## src/hw/rtl/qsl_pkg.sv

```systemverilog
// Shared types and constants for the quicksort block.
// Depends on nothing; imported by the front end, the queue and the sort engine.
package qsl_pkg;

  localparam int QSL_MAX_ITEMS   = 64;
  localparam int QSL_QUEUE_DEPTH = 4;
  localparam int QSL_VALUE_W     = 16;

  typedef struct packed {
    logic signed [QSL_VALUE_W-1:0] value;
    logic                          last_in;
  } item_t;

  typedef struct packed {
    logic signed [QSL_VALUE_W-1:0] sorted_value;
    logic                          last_out;
    logic                          overflow;
  } result_t;

  typedef enum logic {
    CMD_STORE,
    CMD_DROP
  } cmd_kind_t;

  // One classified item on its way from the front end to the sort engine
  typedef struct packed {
    cmd_kind_t                     kind;
    logic signed [QSL_VALUE_W-1:0] value;
    logic                          last;
  } cmd_t;

  typedef enum logic [3:0] {
    ST_LOAD,
    ST_SEED,
    ST_POP,
    ST_POP_WAIT,
    ST_PIV_READ,
    ST_PIV_CAP,
    ST_PART_READ,
    ST_PART_CMP,
    ST_PART_SWAP,
    ST_FIN_READ,
    ST_FIN_W1,
    ST_FIN_W2,
    ST_PUSH_LO,
    ST_PUSH_HI,
    ST_OUT_READ,
    ST_OUT_LOAD
  } sort_state_t;

endpackage

```

## src/hw/rtl/qsl_stream_if.sv

```systemverilog
// Valid/ready channel carrying one payload struct per transfer.
// Depends on nothing; the payload type is set where the channel is declared.
interface qsl_stream_if #(
  parameter type payload_t = logic
) ();
  logic     valid;
  logic     ready;
  payload_t data;

  modport source (output valid, output data, input ready);
  modport sink   (input valid, input data, output ready);
endinterface

```

## src/hw/rtl/qsl_ram.sv

```systemverilog
// Generic RAM: one write port, two read ports with registered read data.
// Depends on nothing.
module qsl_ram #(
  parameter int WIDTH = 16,
  parameter int DEPTH = 64,
  localparam int AW   = (DEPTH > 1) ? $clog2(DEPTH) : 1
) (
  input  logic             clk,
  input  logic             wr_en,
  input  logic [AW-1:0]    wr_addr,
  input  logic [WIDTH-1:0] wr_data,
  input  logic             rd_en_a,
  input  logic [AW-1:0]    rd_addr_a,
  output logic [WIDTH-1:0] rd_data_a,
  input  logic             rd_en_b,
  input  logic [AW-1:0]    rd_addr_b,
  output logic [WIDTH-1:0] rd_data_b
);

  logic [WIDTH-1:0] mem [DEPTH];

  always_ff @(posedge clk) begin
    if (wr_en) begin
      mem[wr_addr] <= wr_data;
    end
    if (rd_en_a) begin
      rd_data_a <= mem[rd_addr_a];
    end
    if (rd_en_b) begin
      rd_data_b <= mem[rd_addr_b];
    end
  end

endmodule

```

## src/hw/rtl/qsl_front.sv

```systemverilog
// Input front end: takes items and classifies each as stored or dropped.
// Depends on qsl_pkg and qsl_stream_if.
module qsl_front import qsl_pkg::*; #(
  parameter int MAX_ITEMS = QSL_MAX_ITEMS,
  localparam int CW       = $clog2(MAX_ITEMS + 1)
) (
  input  logic               clk,
  input  logic               rst,
  qsl_stream_if.sink         items,
  output logic               cmd_valid,
  input  logic               cmd_ready,
  output cmd_t               cmd
);

  logic [CW-1:0] fill;
  logic [CW-1:0] fill_next;
  logic          room;

  assign room        = fill < CW'(MAX_ITEMS);
  assign items.ready = cmd_ready;
  assign cmd_valid   = items.valid;
  assign cmd.kind    = room ? CMD_STORE : CMD_DROP;
  assign cmd.value   = items.data.value;
  assign cmd.last    = items.data.last_in;

  always_comb begin
    fill_next = fill;
    if (items.valid && cmd_ready) begin
      if (items.data.last_in) begin
        fill_next = '0;
      end else if (room) begin
        fill_next = fill + 1'b1;
      end
    end
  end

  always_ff @(posedge clk) begin
    if (rst) begin
      fill <= '0;
    end else begin
      fill <= fill_next;
    end
  end

endmodule

```

## src/hw/rtl/qsl_queue.sv

```systemverilog
// Short command queue between the front end and the sort engine.
// Depends on qsl_pkg.
module qsl_queue import qsl_pkg::*; #(
  parameter int DEPTH = QSL_QUEUE_DEPTH,
  localparam int PW   = (DEPTH > 1) ? $clog2(DEPTH) : 1,
  localparam int OW   = $clog2(DEPTH + 1)
) (
  input  logic clk,
  input  logic rst,
  input  logic push_valid,
  output logic push_ready,
  input  cmd_t push_data,
  output logic pop_valid,
  input  logic pop_ready,
  output cmd_t pop_data
);

  cmd_t          slots [DEPTH];
  logic [PW-1:0] wr_ptr;
  logic [PW-1:0] rd_ptr;
  logic [OW-1:0] occ;
  logic          do_push;
  logic          do_pop;

  assign push_ready = occ != OW'(DEPTH);
  assign pop_valid  = occ != '0;
  assign pop_data   = slots[rd_ptr];
  assign do_push    = push_valid && push_ready;
  assign do_pop     = pop_valid && pop_ready;

  always_ff @(posedge clk) begin
    if (do_push) begin
      slots[wr_ptr] <= push_data;
    end
  end

  always_ff @(posedge clk) begin
    if (rst) begin
      wr_ptr <= '0;
      rd_ptr <= '0;
      occ    <= '0;
    end else begin
      if (do_push) begin
        wr_ptr <= (wr_ptr == PW'(DEPTH - 1)) ? '0 : wr_ptr + 1'b1;
      end
      if (do_pop) begin
        rd_ptr <= (rd_ptr == PW'(DEPTH - 1)) ? '0 : rd_ptr + 1'b1;
      end
      case ({do_push, do_pop})
        2'b10:   occ <= occ + 1'b1;
        2'b01:   occ <= occ - 1'b1;
        default: occ <= occ;
      endcase
    end
  end

endmodule

```

## src/hw/rtl/qsl_back.sv

```systemverilog
// Sort engine: stores elements, runs Lomuto quicksort over a range stack,
// then streams the sorted set out. Depends on qsl_pkg, qsl_stream_if, qsl_ram.
module qsl_back import qsl_pkg::*; #(
  parameter int MAX_ITEMS = QSL_MAX_ITEMS,
  localparam int IW       = $clog2(MAX_ITEMS),
  localparam int CW       = $clog2(MAX_ITEMS + 1)
) (
  input  logic         clk,
  input  logic         rst,
  input  logic         cmd_valid,
  output logic         cmd_ready,
  input  cmd_t         cmd,
  qsl_stream_if.source results
);

  sort_state_t state, state_next;

  logic [CW-1:0] count, count_next;
  logic [CW-1:0] sp, sp_next;
  logic          dropped, dropped_next;
  logic [IW-1:0] lo, lo_next;
  logic [IW-1:0] hi, hi_next;
  logic [IW-1:0] j, j_next;
  logic [IW-1:0] fidx, fidx_next;
  logic [IW-1:0] k, k_next;
  logic signed [QSL_VALUE_W-1:0] pivot, pivot_next;
  logic          out_valid, out_valid_next;
  result_t       out_data, out_data_next;

  logic                   elem_we;
  logic [IW-1:0]          elem_waddr;
  logic [QSL_VALUE_W-1:0] elem_wdata;
  logic                   rda_en, rdb_en;
  logic [IW-1:0]          rda_addr, rdb_addr;
  logic [QSL_VALUE_W-1:0] rda_data, rdb_data;

  logic                   stk_we;
  logic [IW-1:0]          stk_waddr;
  logic [2*IW-1:0]        stk_wdata;
  logic                   stk_re;
  logic [IW-1:0]          stk_raddr;
  logic [2*IW-1:0]        stk_rdata;

  logic [IW-1:0] hi_m1;
  logic [IW-1:0] pop_lo, pop_hi;
  logic          slot_free;
  logic          stk_room;
  logic          is_final;

  qsl_ram #(.WIDTH(QSL_VALUE_W), .DEPTH(MAX_ITEMS)) u_elem_ram (
    .clk       (clk),
    .wr_en     (elem_we),
    .wr_addr   (elem_waddr),
    .wr_data   (elem_wdata),
    .rd_en_a   (rda_en),
    .rd_addr_a (rda_addr),
    .rd_data_a (rda_data),
    .rd_en_b   (rdb_en),
    .rd_addr_b (rdb_addr),
    .rd_data_b (rdb_data)
  );

  qsl_ram #(.WIDTH(2 * IW), .DEPTH(MAX_ITEMS)) u_stack_ram (
    .clk       (clk),
    .wr_en     (stk_we),
    .wr_addr   (stk_waddr),
    .wr_data   (stk_wdata),
    .rd_en_a   (stk_re),
    .rd_addr_a (stk_raddr),
    .rd_data_a (stk_rdata),
    .rd_en_b   (1'b0),
    .rd_addr_b ('0),
    .rd_data_b ()
  );

  assign hi_m1     = hi - 1'b1;
  assign pop_lo    = stk_rdata[2*IW-1:IW];
  assign pop_hi    = stk_rdata[IW-1:0];
  assign slot_free = !out_valid || results.ready;
  assign stk_room  = sp < CW'(MAX_ITEMS);
  assign is_final  = CW'(k) == (count - 1'b1);

  assign cmd_ready     = state == ST_LOAD;
  assign results.valid = out_valid;
  assign results.data  = out_data;

  always_comb begin
    state_next     = state;
    count_next     = count;
    sp_next        = sp;
    dropped_next   = dropped;
    lo_next        = lo;
    hi_next        = hi;
    j_next         = j;
    fidx_next      = fidx;
    k_next         = k;
    pivot_next     = pivot;
    out_valid_next = out_valid && !results.ready;
    out_data_next  = out_data;
    elem_we        = 1'b0;
    elem_waddr     = '0;
    elem_wdata     = '0;
    rda_en         = 1'b0;
    rda_addr       = '0;
    rdb_en         = 1'b0;
    rdb_addr       = '0;
    stk_we         = 1'b0;
    stk_waddr      = '0;
    stk_wdata      = '0;
    stk_re         = 1'b0;
    stk_raddr      = '0;

    case (state)
      ST_LOAD: begin
        if (cmd_valid) begin
          if (cmd.kind == CMD_STORE) begin
            elem_we    = 1'b1;
            elem_waddr = count[IW-1:0];
            elem_wdata = cmd.value;
            count_next = count + 1'b1;
          end else begin
            dropped_next = 1'b1;
          end
          if (cmd.last) begin
            state_next = ST_SEED;
          end
        end
      end
      ST_SEED: begin
        k_next = '0;
        if (count < CW'(2)) begin
          state_next = ST_OUT_READ;
        end else begin
          stk_we     = 1'b1;
          stk_waddr  = '0;
          stk_wdata  = {{IW{1'b0}}, IW'(count - 1'b1)};
          sp_next    = CW'(1);
          state_next = ST_POP;
        end
      end
      ST_POP: begin
        if (sp == '0) begin
          k_next     = '0;
          state_next = ST_OUT_READ;
        end else begin
          stk_re     = 1'b1;
          stk_raddr  = IW'(sp - 1'b1);
          sp_next    = sp - 1'b1;
          state_next = ST_POP_WAIT;
        end
      end
      ST_POP_WAIT: begin
        lo_next    = pop_lo;
        hi_next    = pop_hi;
        state_next = (pop_lo >= pop_hi) ? ST_POP : ST_PIV_READ;
      end
      ST_PIV_READ: begin
        rda_en     = 1'b1;
        rda_addr   = hi;
        state_next = ST_PIV_CAP;
      end
      ST_PIV_CAP: begin
        pivot_next = $signed(rda_data);
        j_next     = lo;
        fidx_next  = lo;
        state_next = ST_PART_READ;
      end
      ST_PART_READ: begin
        rda_en     = 1'b1;
        rda_addr   = j;
        rdb_en     = 1'b1;
        rdb_addr   = fidx;
        state_next = ST_PART_CMP;
      end
      ST_PART_CMP: begin
        if ($signed(rda_data) < pivot) begin
          // first half of the swap; the front element is held on port b
          elem_we    = 1'b1;
          elem_waddr = fidx;
          elem_wdata = rda_data;
          state_next = ST_PART_SWAP;
        end else if (j == hi_m1) begin
          state_next = ST_FIN_READ;
        end else begin
          // no write this cycle, so the next compare can be fetched at once
          j_next   = j + 1'b1;
          rda_en   = 1'b1;
          rda_addr = j + 1'b1;
          rdb_en   = 1'b1;
          rdb_addr = fidx;
        end
      end
      ST_PART_SWAP: begin
        elem_we    = 1'b1;
        elem_waddr = j;
        elem_wdata = rdb_data;
        fidx_next  = fidx + 1'b1;
        if (j == hi_m1) begin
          state_next = ST_FIN_READ;
        end else begin
          j_next     = j + 1'b1;
          state_next = ST_PART_READ;
        end
      end
      ST_FIN_READ: begin
        rdb_en     = 1'b1;
        rdb_addr   = fidx;
        state_next = ST_FIN_W1;
      end
      ST_FIN_W1: begin
        elem_we    = 1'b1;
        elem_waddr = fidx;
        elem_wdata = pivot;
        state_next = ST_FIN_W2;
      end
      ST_FIN_W2: begin
        elem_we    = 1'b1;
        elem_waddr = hi;
        elem_wdata = rdb_data;
        state_next = ST_PUSH_LO;
      end
      ST_PUSH_LO: begin
        if (({1'b0, fidx} > ({1'b0, lo} + 1'b1)) && stk_room) begin
          stk_we    = 1'b1;
          stk_waddr = sp[IW-1:0];
          stk_wdata = {lo, fidx - 1'b1};
          sp_next   = sp + 1'b1;
        end
        state_next = ST_PUSH_HI;
      end
      ST_PUSH_HI: begin
        if ((({1'b0, fidx} + 1'b1) < {1'b0, hi}) && stk_room) begin
          stk_we    = 1'b1;
          stk_waddr = sp[IW-1:0];
          stk_wdata = {fidx + 1'b1, hi};
          sp_next   = sp + 1'b1;
        end
        state_next = ST_POP;
      end
      ST_OUT_READ: begin
        rda_en     = 1'b1;
        rda_addr   = k;
        state_next = ST_OUT_LOAD;
      end
      ST_OUT_LOAD: begin
        if (slot_free) begin
          out_valid_next             = 1'b1;
          out_data_next.sorted_value = $signed(rda_data);
          out_data_next.last_out     = is_final;
          out_data_next.overflow     = dropped;
          if (is_final) begin
            count_next   = '0;
            sp_next      = '0;
            dropped_next = 1'b0;
            state_next   = ST_LOAD;
          end else begin
            k_next     = k + 1'b1;
            state_next = ST_OUT_READ;
          end
        end
      end
      default: begin
        state_next = ST_LOAD;
      end
    endcase
  end

  always_ff @(posedge clk) begin
    if (rst) begin
      state     <= ST_LOAD;
      count     <= '0;
      sp        <= '0;
      dropped   <= 1'b0;
      out_valid <= 1'b0;
    end else begin
      state     <= state_next;
      count     <= count_next;
      sp        <= sp_next;
      dropped   <= dropped_next;
      out_valid <= out_valid_next;
    end
  end

  always_ff @(posedge clk) begin
    lo       <= lo_next;
    hi       <= hi_next;
    j        <= j_next;
    fidx     <= fidx_next;
    k        <= k_next;
    pivot    <= pivot_next;
    out_data <= out_data_next;
  end

  a_stack_bound: assert property (@(posedge clk) disable iff (rst)
    sp <= CW'(MAX_ITEMS))
    else $error("range stack pointer beyond depth");

  a_part_order: assert property (@(posedge clk) disable iff (rst)
    (state == ST_PART_CMP || state == ST_PART_SWAP) |-> (fidx <= j && j < hi))
    else $error("partition indices out of order");

  a_load_stack_empty: assert property (@(posedge clk) disable iff (rst)
    (state == ST_LOAD) |-> (sp == '0))
    else $error("range stack not empty while loading");

  a_final_clears: assert property (@(posedge clk) disable iff (rst)
    (state == ST_OUT_LOAD && slot_free && is_final) |=>
      (state == ST_LOAD && count == '0 && !dropped))
    else $error("set state not cleared after final result");

endmodule

```

## src/hw/rtl/quicksort_lomuto.sv

```systemverilog
// Quicksort block. Values are taken one per transfer on the items channel and
// stored up to MAX_ITEMS; the item marked last starts the sort. Loading runs at
// one item per cycle through the front end and its queue while the sort engine
// is in its load state; items of the next set queue up during the sort. Sorting
// is quicksort with Lomuto partitioning over a stack of pending ranges, bound by
// the single write port of the element RAM: a compare that leaves an element in
// place fetches the next pair at once, a compare that swaps writes both elements
// in turn, and each range adds a stack pop, pivot fetch, final swap and stack
// pushes. Results then leave one at a time, ascending, with last_out on the
// final one and overflow on every result of a set from which items were dropped.
// A full set of random values takes about 6 compares per element; an already
// ordered set falls to the quadratic worst case.
// Depends on qsl_pkg, qsl_stream_if, qsl_front, qsl_queue and qsl_back.
module quicksort_lomuto import qsl_pkg::*; #(
  parameter int MAX_ITEMS   = QSL_MAX_ITEMS,
  parameter int QUEUE_DEPTH = QSL_QUEUE_DEPTH
) (
  input  logic         clk,
  input  logic         rst,
  qsl_stream_if.sink   items,
  qsl_stream_if.source results
);

  logic front_valid, front_ready;
  cmd_t front_cmd;
  logic back_valid, back_ready;
  cmd_t back_cmd;

  qsl_front #(.MAX_ITEMS(MAX_ITEMS)) u_front (
    .clk       (clk),
    .rst       (rst),
    .items     (items),
    .cmd_valid (front_valid),
    .cmd_ready (front_ready),
    .cmd       (front_cmd)
  );

  qsl_queue #(.DEPTH(QUEUE_DEPTH)) u_queue (
    .clk        (clk),
    .rst        (rst),
    .push_valid (front_valid),
    .push_ready (front_ready),
    .push_data  (front_cmd),
    .pop_valid  (back_valid),
    .pop_ready  (back_ready),
    .pop_data   (back_cmd)
  );

  qsl_back #(.MAX_ITEMS(MAX_ITEMS)) u_back (
    .clk       (clk),
    .rst       (rst),
    .cmd_valid (back_valid),
    .cmd_ready (back_ready),
    .cmd       (back_cmd),
    .results   (results)
  );

endmodule

```

## src/flat_wrapper.sv

```systemverilog
// flat-port wrapper written by rule: the top's interface ports become plain ports
module quicksort_lomuto_flat import qsl_pkg::*;
#(
  parameter int MAX_ITEMS   = QSL_MAX_ITEMS,
  parameter int QUEUE_DEPTH = QSL_QUEUE_DEPTH
)
  (clk, rst, items_valid, items_data, items_ready, results_valid, results_data, results_ready);
  qsl_stream_if #(.payload_t(item_t)) items_i ();
  qsl_stream_if #(.payload_t(result_t)) results_i ();
  input  logic clk;
  input  logic rst;
  input wire logic [$bits(items_i.valid)-1:0] items_valid;
  input wire logic [$bits(items_i.data)-1:0] items_data;
  output wire logic [$bits(items_i.ready)-1:0] items_ready;
  output wire logic [$bits(results_i.valid)-1:0] results_valid;
  output wire logic [$bits(results_i.data)-1:0] results_data;
  input wire logic [$bits(results_i.ready)-1:0] results_ready;
  assign items_i.valid = items_valid;
  assign items_i.data = items_data;
  assign items_ready = items_i.ready;
  assign results_valid = results_i.valid;
  assign results_data = results_i.data;
  assign results_i.ready = results_ready;
  quicksort_lomuto #(.MAX_ITEMS(MAX_ITEMS), .QUEUE_DEPTH(QUEUE_DEPTH)) u_core (.clk(clk), .rst(rst), .items(items_i), .results(results_i));
endmodule
```

## config.mk

```make
export PLATFORM = sky130hd
export DESIGN_NAME = quicksort_lomuto_flat
export DESIGN_NICKNAME = d
export VERILOG_FILES = /design/src/hw/rtl/qsl_pkg.sv /design/src/hw/rtl/qsl_stream_if.sv /design/src/hw/rtl/qsl_ram.sv /design/src/hw/rtl/qsl_front.sv /design/src/hw/rtl/qsl_queue.sv /design/src/hw/rtl/qsl_back.sv /design/src/hw/rtl/quicksort_lomuto.sv /design/src/flat_wrapper.sv
export SDC_FILE = /design/constraint.sdc
export NUM_CORES = 2
export LEC_CHECK = 0
export ABC_AREA = 0
export BUFFER_PORTS_ARGS = -buffer_cell sky130_fd_sc_hd__buf_2
export CAP_MARGIN = 40
export CELL_PAD_IN_SITES_DETAIL_PLACEMENT = 2
export CELL_PAD_IN_SITES_GLOBAL_PLACEMENT = 2
export CORE_MARGIN = 1.5
export CORE_UTILIZATION = 30
export CTS_BUF_LIST = sky130_fd_sc_hd__clkbuf_16
export CTS_CLUSTER_DIAMETER = 30
export DETAILED_ROUTE_END_ITERATION = 8
export GPL_TIMING_DRIVEN = 0
export HOLD_SLACK_MARGIN = 0.12
export PLACE_DENSITY_LB_ADDON = 0.1
export SLEW_MARGIN = 20
export SYNTH_ARGS = -nofsm -noshare
export SYNTH_HDL_FRONTEND = slang
export SYNTH_SLANG_ARGS = --single-unit
```

## constraint.sdc

```tcl
create_clock -name clk -period 7.94 [get_ports clk]
set_clock_uncertainty 0.2 [all_clocks]
set_input_delay 0.794 -clock clk [delete_from_list [all_inputs] [get_ports clk]]
set_output_delay 0.794 -clock clk [all_outputs]
set_load 0.05 [all_outputs]
```

==> results.md <==
* Max Clk Rate at around 0.13 GHz
* Die width at 549 microns
* Status: completed
* NumNets Final at 7362
* Worst Setup Start Kind: flop
* Crit path largest cell delay at 0.66 ns
* Reg2reg start: u_core.u_back.fidx[2]$_DFFE_PP_
* Remaining global-route overflow at 0
* Pwr per Cell Area at between 300 and 400 mW/mm^2
* Yosys warnings at 0
* Design Power at approximately 45 mW
* CTS Root Cell: clkbuf_16
* Sequential Power Share at 29.1%
* Worst-path clk slew at 0.05 ns
* Slew HR at 34.0%
* FF-to-FF setup slack at 0.33 ns
* Wire per inst at 35.1 microns
* DRC at 0
* Post-synthesis sequential area ratio at between 60% and 70%
* Initial antenna violation count at 51
* Initial Util at 30.1%
* Mapped Area at 0.0895 sq mm
* Switching Fraction at between 30% and 40%
* Worst Hold Path Cells at 0
* Final Non-Filler Cells at 11700
* CP arrival at 8.02 ns
* Comb pwr share at 24.0%
* P_int at 30.3 mW
* Design Area, Final at 0.118 sq mm
* Final Hold Fails at 0
* Post-synthesis cell type count at 76
* Starting DRT DRC Count at between 6000 and 7000
* Main flop type after synthesis: edfxtp_1
* FILL cells at 29500
* Class of the most critical setup path: reg -> reg
* Crit path buf inv count at 10
* CTS tree: built
* Htree depth at 6
* CTS Buffer Depth at 4
* Final WL at 410 mm
* First-pass GRT wire length at 564 mm
* Worst min path class: reg -> reg
* Core area at 0.297 sq mm
* Avg Cell Area, Syn at 14.0 sq um
* Largest net degree at the start of global routing at 65
* Reported net switching power at approximately 15 mW
* Mapped Cells at 6396
* Clk network pwr share at between 40% and 50%
* Reg2Reg Depth at 21
* R2R Path End: u_core.u_back.u_stack_ram.mem[7][9]$_DFFE_PP_
* Post-CTS Repair Setup Buffers at 0
* Share of post-route cells with drive strength above 1 at between 20% and 30%
* Post-Syn Nets at roughly 6500
* DP Area at 0.0990 sq mm
* Cells after DPL at between 10000 and 15000
* Setup TNS at 0 ns
* Worst-path cell chain: clkbuf_2 > buf_16 > buf_1 > clkbuf_2 > clkbuf_1 > buf_6 > buf_1 > buf_6 > xor2_1 > ha_1 > o21a_1 > o21a_1 > o21a_1 > o21ai_0 > o211ai_1 > nor3_2 > or2_2 > clkbuf_1 > nand4_1 > buf_6 > nor2_2
* Clk sinks at 2008
* Latest clock arrival within the worst-skew pair at 0.98 ns
* CP required at 8.35 ns
* Row cnt at 200
* Post-DP HPWL at 301 mm
* Chip height at 549 microns
* CTS Buf Count at 543
* Vias in the first global route at 69400
* Max-Cap Viols at 0
* Number of synthesized register bits at 2008
* Final setup vio count at 0
* Leak at 39.0 nW
* Critical Path Slowest Stage Cell: nor2_2
* Tot GR Track Use at 26.8%
* Peak supply drop at 0.000251 V
* Max-slew violations at 0
* Crit. End Element: flop
* Critical path peak fanout at 12
* Tcrit/Tclk final at 95.9%
* Worst-Margin Slew at 0.984 ns
* Hold EP: u_core.u_back.results.data[0]$_DFFE_PP_
* # IOs at 41
* Detail Route Antenna Nets at 0
* Die area at around 0.3 sq mm
* Area grow syn2layout at 31.4%
* HP Start: u_core.u_back.dropped$_SDFFE_PP0P_
* Via/cell ratio at 5.60
* Pre-Repair DR Iteration Count at 6
* Delay-heaviest family, CP: buffers and inverters
* Post-synth EDFFs at 1972
* RD Place Congestion at 0.969
* Vias at approximately 65000
* FFs w/ async S/R, synth at 0%
* PortBufs at 40
* Tmin final at 7.61 ns
worst reg2reg max path: stages (launching register included):
cell and delay, ns:
edfxtp_1 0.35, clkbuf_2 0.34, buf_16 0.21, buf_1 0.40, clkbuf_2 0.58, clkbuf_1 0.28
buf_6 0.22, buf_1 0.38, buf_6 0.25, xor2_1 0.36, ha_1 0.31, o21a_1 0.10
o21a_1 0.17, o21a_1 0.17, o21ai_0 0.14, o211ai_1 0.19, nor3_2 0.42, or2_2 0.20
clkbuf_1 0.35, nand4_1 0.60, buf_6 0.39, nor2_2 0.66
placed cells by master (no fill, tap or decap), types with 90 or more instances in the layout:
cell type  Yosys  layout
mux2i_1      305     305
mux4_2       308     308
buf_6          7     139
a211oi_1      97      90
clkbuf_16      0     552
buf_2         55     152
clkinv_2       0     113
o21ai_0      133     127
nand3_1      408     407
clkinv_1       1      96
inv_1         55     143
o22ai_1      147     147
edfxtp_1    1972    1972
a21oi_1      332     328
nand2_1      967     951
clkbuf_1     347     326
nor2_1       392     264
repair_timing:
action,CTS,global route
gates resized for setup,10,2
pin swaps,0,0
hold buffers,20,0
gates cloned,0,0
hold endpoints to repair,78,0
setup endpoints to repair,748,574
cell type report:
| cell class | count | area, sq um | share of cell area (%) |
|---|---|---|---|
| flip-flops and latches | 2008 | 59900 | 51.0 |
| multi-input cells | 3862 | 28400 | 24.2 |
| clock buffers | 552 | 13800 | 11.8 |
| well taps | 3939 | 4930 | 4.19 |
| clock inverters | 441 | 4150 | 3.53 |
| repair buffers | 350 | 4110 | 3.50 |
| plain buffers | 468 | 1930 | 1.64 |
| inverters | 57 | 216 | 0.184 |
| diodes | 8 | 20.0 | 0.0170 |
registers in the layout, indices dropped and copies added (netlist names), 12 cells and up, named ones only:
register	count
u_core.u_back.results.data	18
u_core.u_queue.slots	72
u_core.u_back.u_stack_ram.rd_data_a	12
u_core.u_back.u_elem_ram.rd_data_a	16
u_core.u_back.u_stack_ram.mem	768
u_core.u_back.u_elem_ram.mem	1024
u_core.u_back.u_elem_ram.rd_data_b	16
u_core.u_back.pivot	16
through the flow:
step	setup slack, ns	util (%)	hold WS, ns
after CTS	0.123	39.5	0.255
after global placement	-5.50	31.9	0.244
after global routing	-0.000584	39.6	0.259
after floorplan	1.83	-	0.209
after detailed placement	-0.667	33.4	0.229
final	0.329	39.6	0.242
worst max-delay path by stage:
stage                                          startpoint                                        endpoint  slack [ns]  cells past startpoint
after floorplan           u_core.u_back.fidx[2]$_DFFE_PP_   u_core.u_back.u_stack_ram.mem[0][4]$_DFFE_PP_        1.83                     16
after global placement    u_core.u_back.fidx[0]$_DFFE_PP_   u_core.u_back.u_stack_ram.mem[8][5]$_DFFE_PP_       -5.50                     16
after detailed placement  u_core.u_back.fidx[0]$_DFFE_PP_  u_core.u_back.u_stack_ram.mem[1][10]$_DFFE_PP_       -0.67                     19
after CTS                 u_core.u_back.fidx[2]$_DFFE_PP_  u_core.u_back.u_stack_ram.mem[49][4]$_DFFE_PP_        0.12                     21
after global routing      u_core.u_back.fidx[2]$_DFFE_PP_  u_core.u_back.u_stack_ram.mem[45][5]$_DFFE_PP_     -0.0006                     21
final                     u_core.u_back.fidx[2]$_DFFE_PP_   u_core.u_back.u_stack_ram.mem[7][9]$_DFFE_PP_        0.33                     21
synthesized netlist by cell type (19+ instances only):
library cell / instances / area (sq um)
xnor2_1: 24 / 210
o22ai_1: 147 / 920
o31a_1: 33 / 289
clkbuf_1: 347 / 1300
a21oi_1: 332 / 1660
dfxtp_1: 36 / 721
a311oi_1: 28 / 245
mux2i_1: 305 / 3050
o31ai_1: 22 / 165
nand3_1: 408 / 2040
buf_2: 55 / 275
nor2_1: 392 / 1470
mux2_2: 23 / 259
nor3_1: 35 / 175
xor2_1: 25 / 219
or4_1: 20 / 150
o22a_1: 49 / 429
o21ai_0: 133 / 666
a211oi_1: 97 / 728
a22oi_1: 38 / 285
ha_1: 50 / 626
mux4_2: 308 / 6940
a221oi_1: 20 / 175
and2_1: 52 / 325
buf_1: 57 / 214
edfxtp_1: 1972 / 59200
a31oi_1: 77 / 482
nand2_1: 967 / 3630
a32oi_1: 19 / 166
o221ai_1: 32 / 280
inv_1: 55 / 206
routing by layer:
metal | GRT usage (%) | vias up | wire, microns
met2 | 40.9 | 2663 | 183000
met5 | 0 | - | 184
met4 | 10.6 | 28 | 16700
met1 | 37.3 | 35000 | 182000
met3 | 5.16 | 777 | 28300
li1 | - | 27000 | -
power groups by stage:
stage	sequential (mW)	clock, mW	combinational [mW]
final	13.2	21.4	10.9
after global routing	13.3	22.2	11.2
after CTS	13.2	21.6	10.7
after detailed placement	13.4	0	10.6
after global placement	13.7	0	9.55
after floorplan	13.3	0	4.53
cells by family (layout without fill, tap and decap cells):
| family | Yosys count | in the layout | synth area share, % |
|---|---|---|---|
| DFF | 2008 | 2008 | 67.0 |
| and+or+nand+nor | 1992 | 1992 | 9.64 |
| AOI/OAI and AO/OA | 1131 | 1131 | 8.27 |
| muxes | 636 | 636 | 11.5 |
| buffers and inverters | 526 | 1868 | 2.36 |
| xor gates and xnor gates | 52 | 52 | 0.555 |
| adders and majority gates | 51 | 51 | 0.722 |
| other | 0 | 8 | 0 |
(Power assumes the default switching activity.)
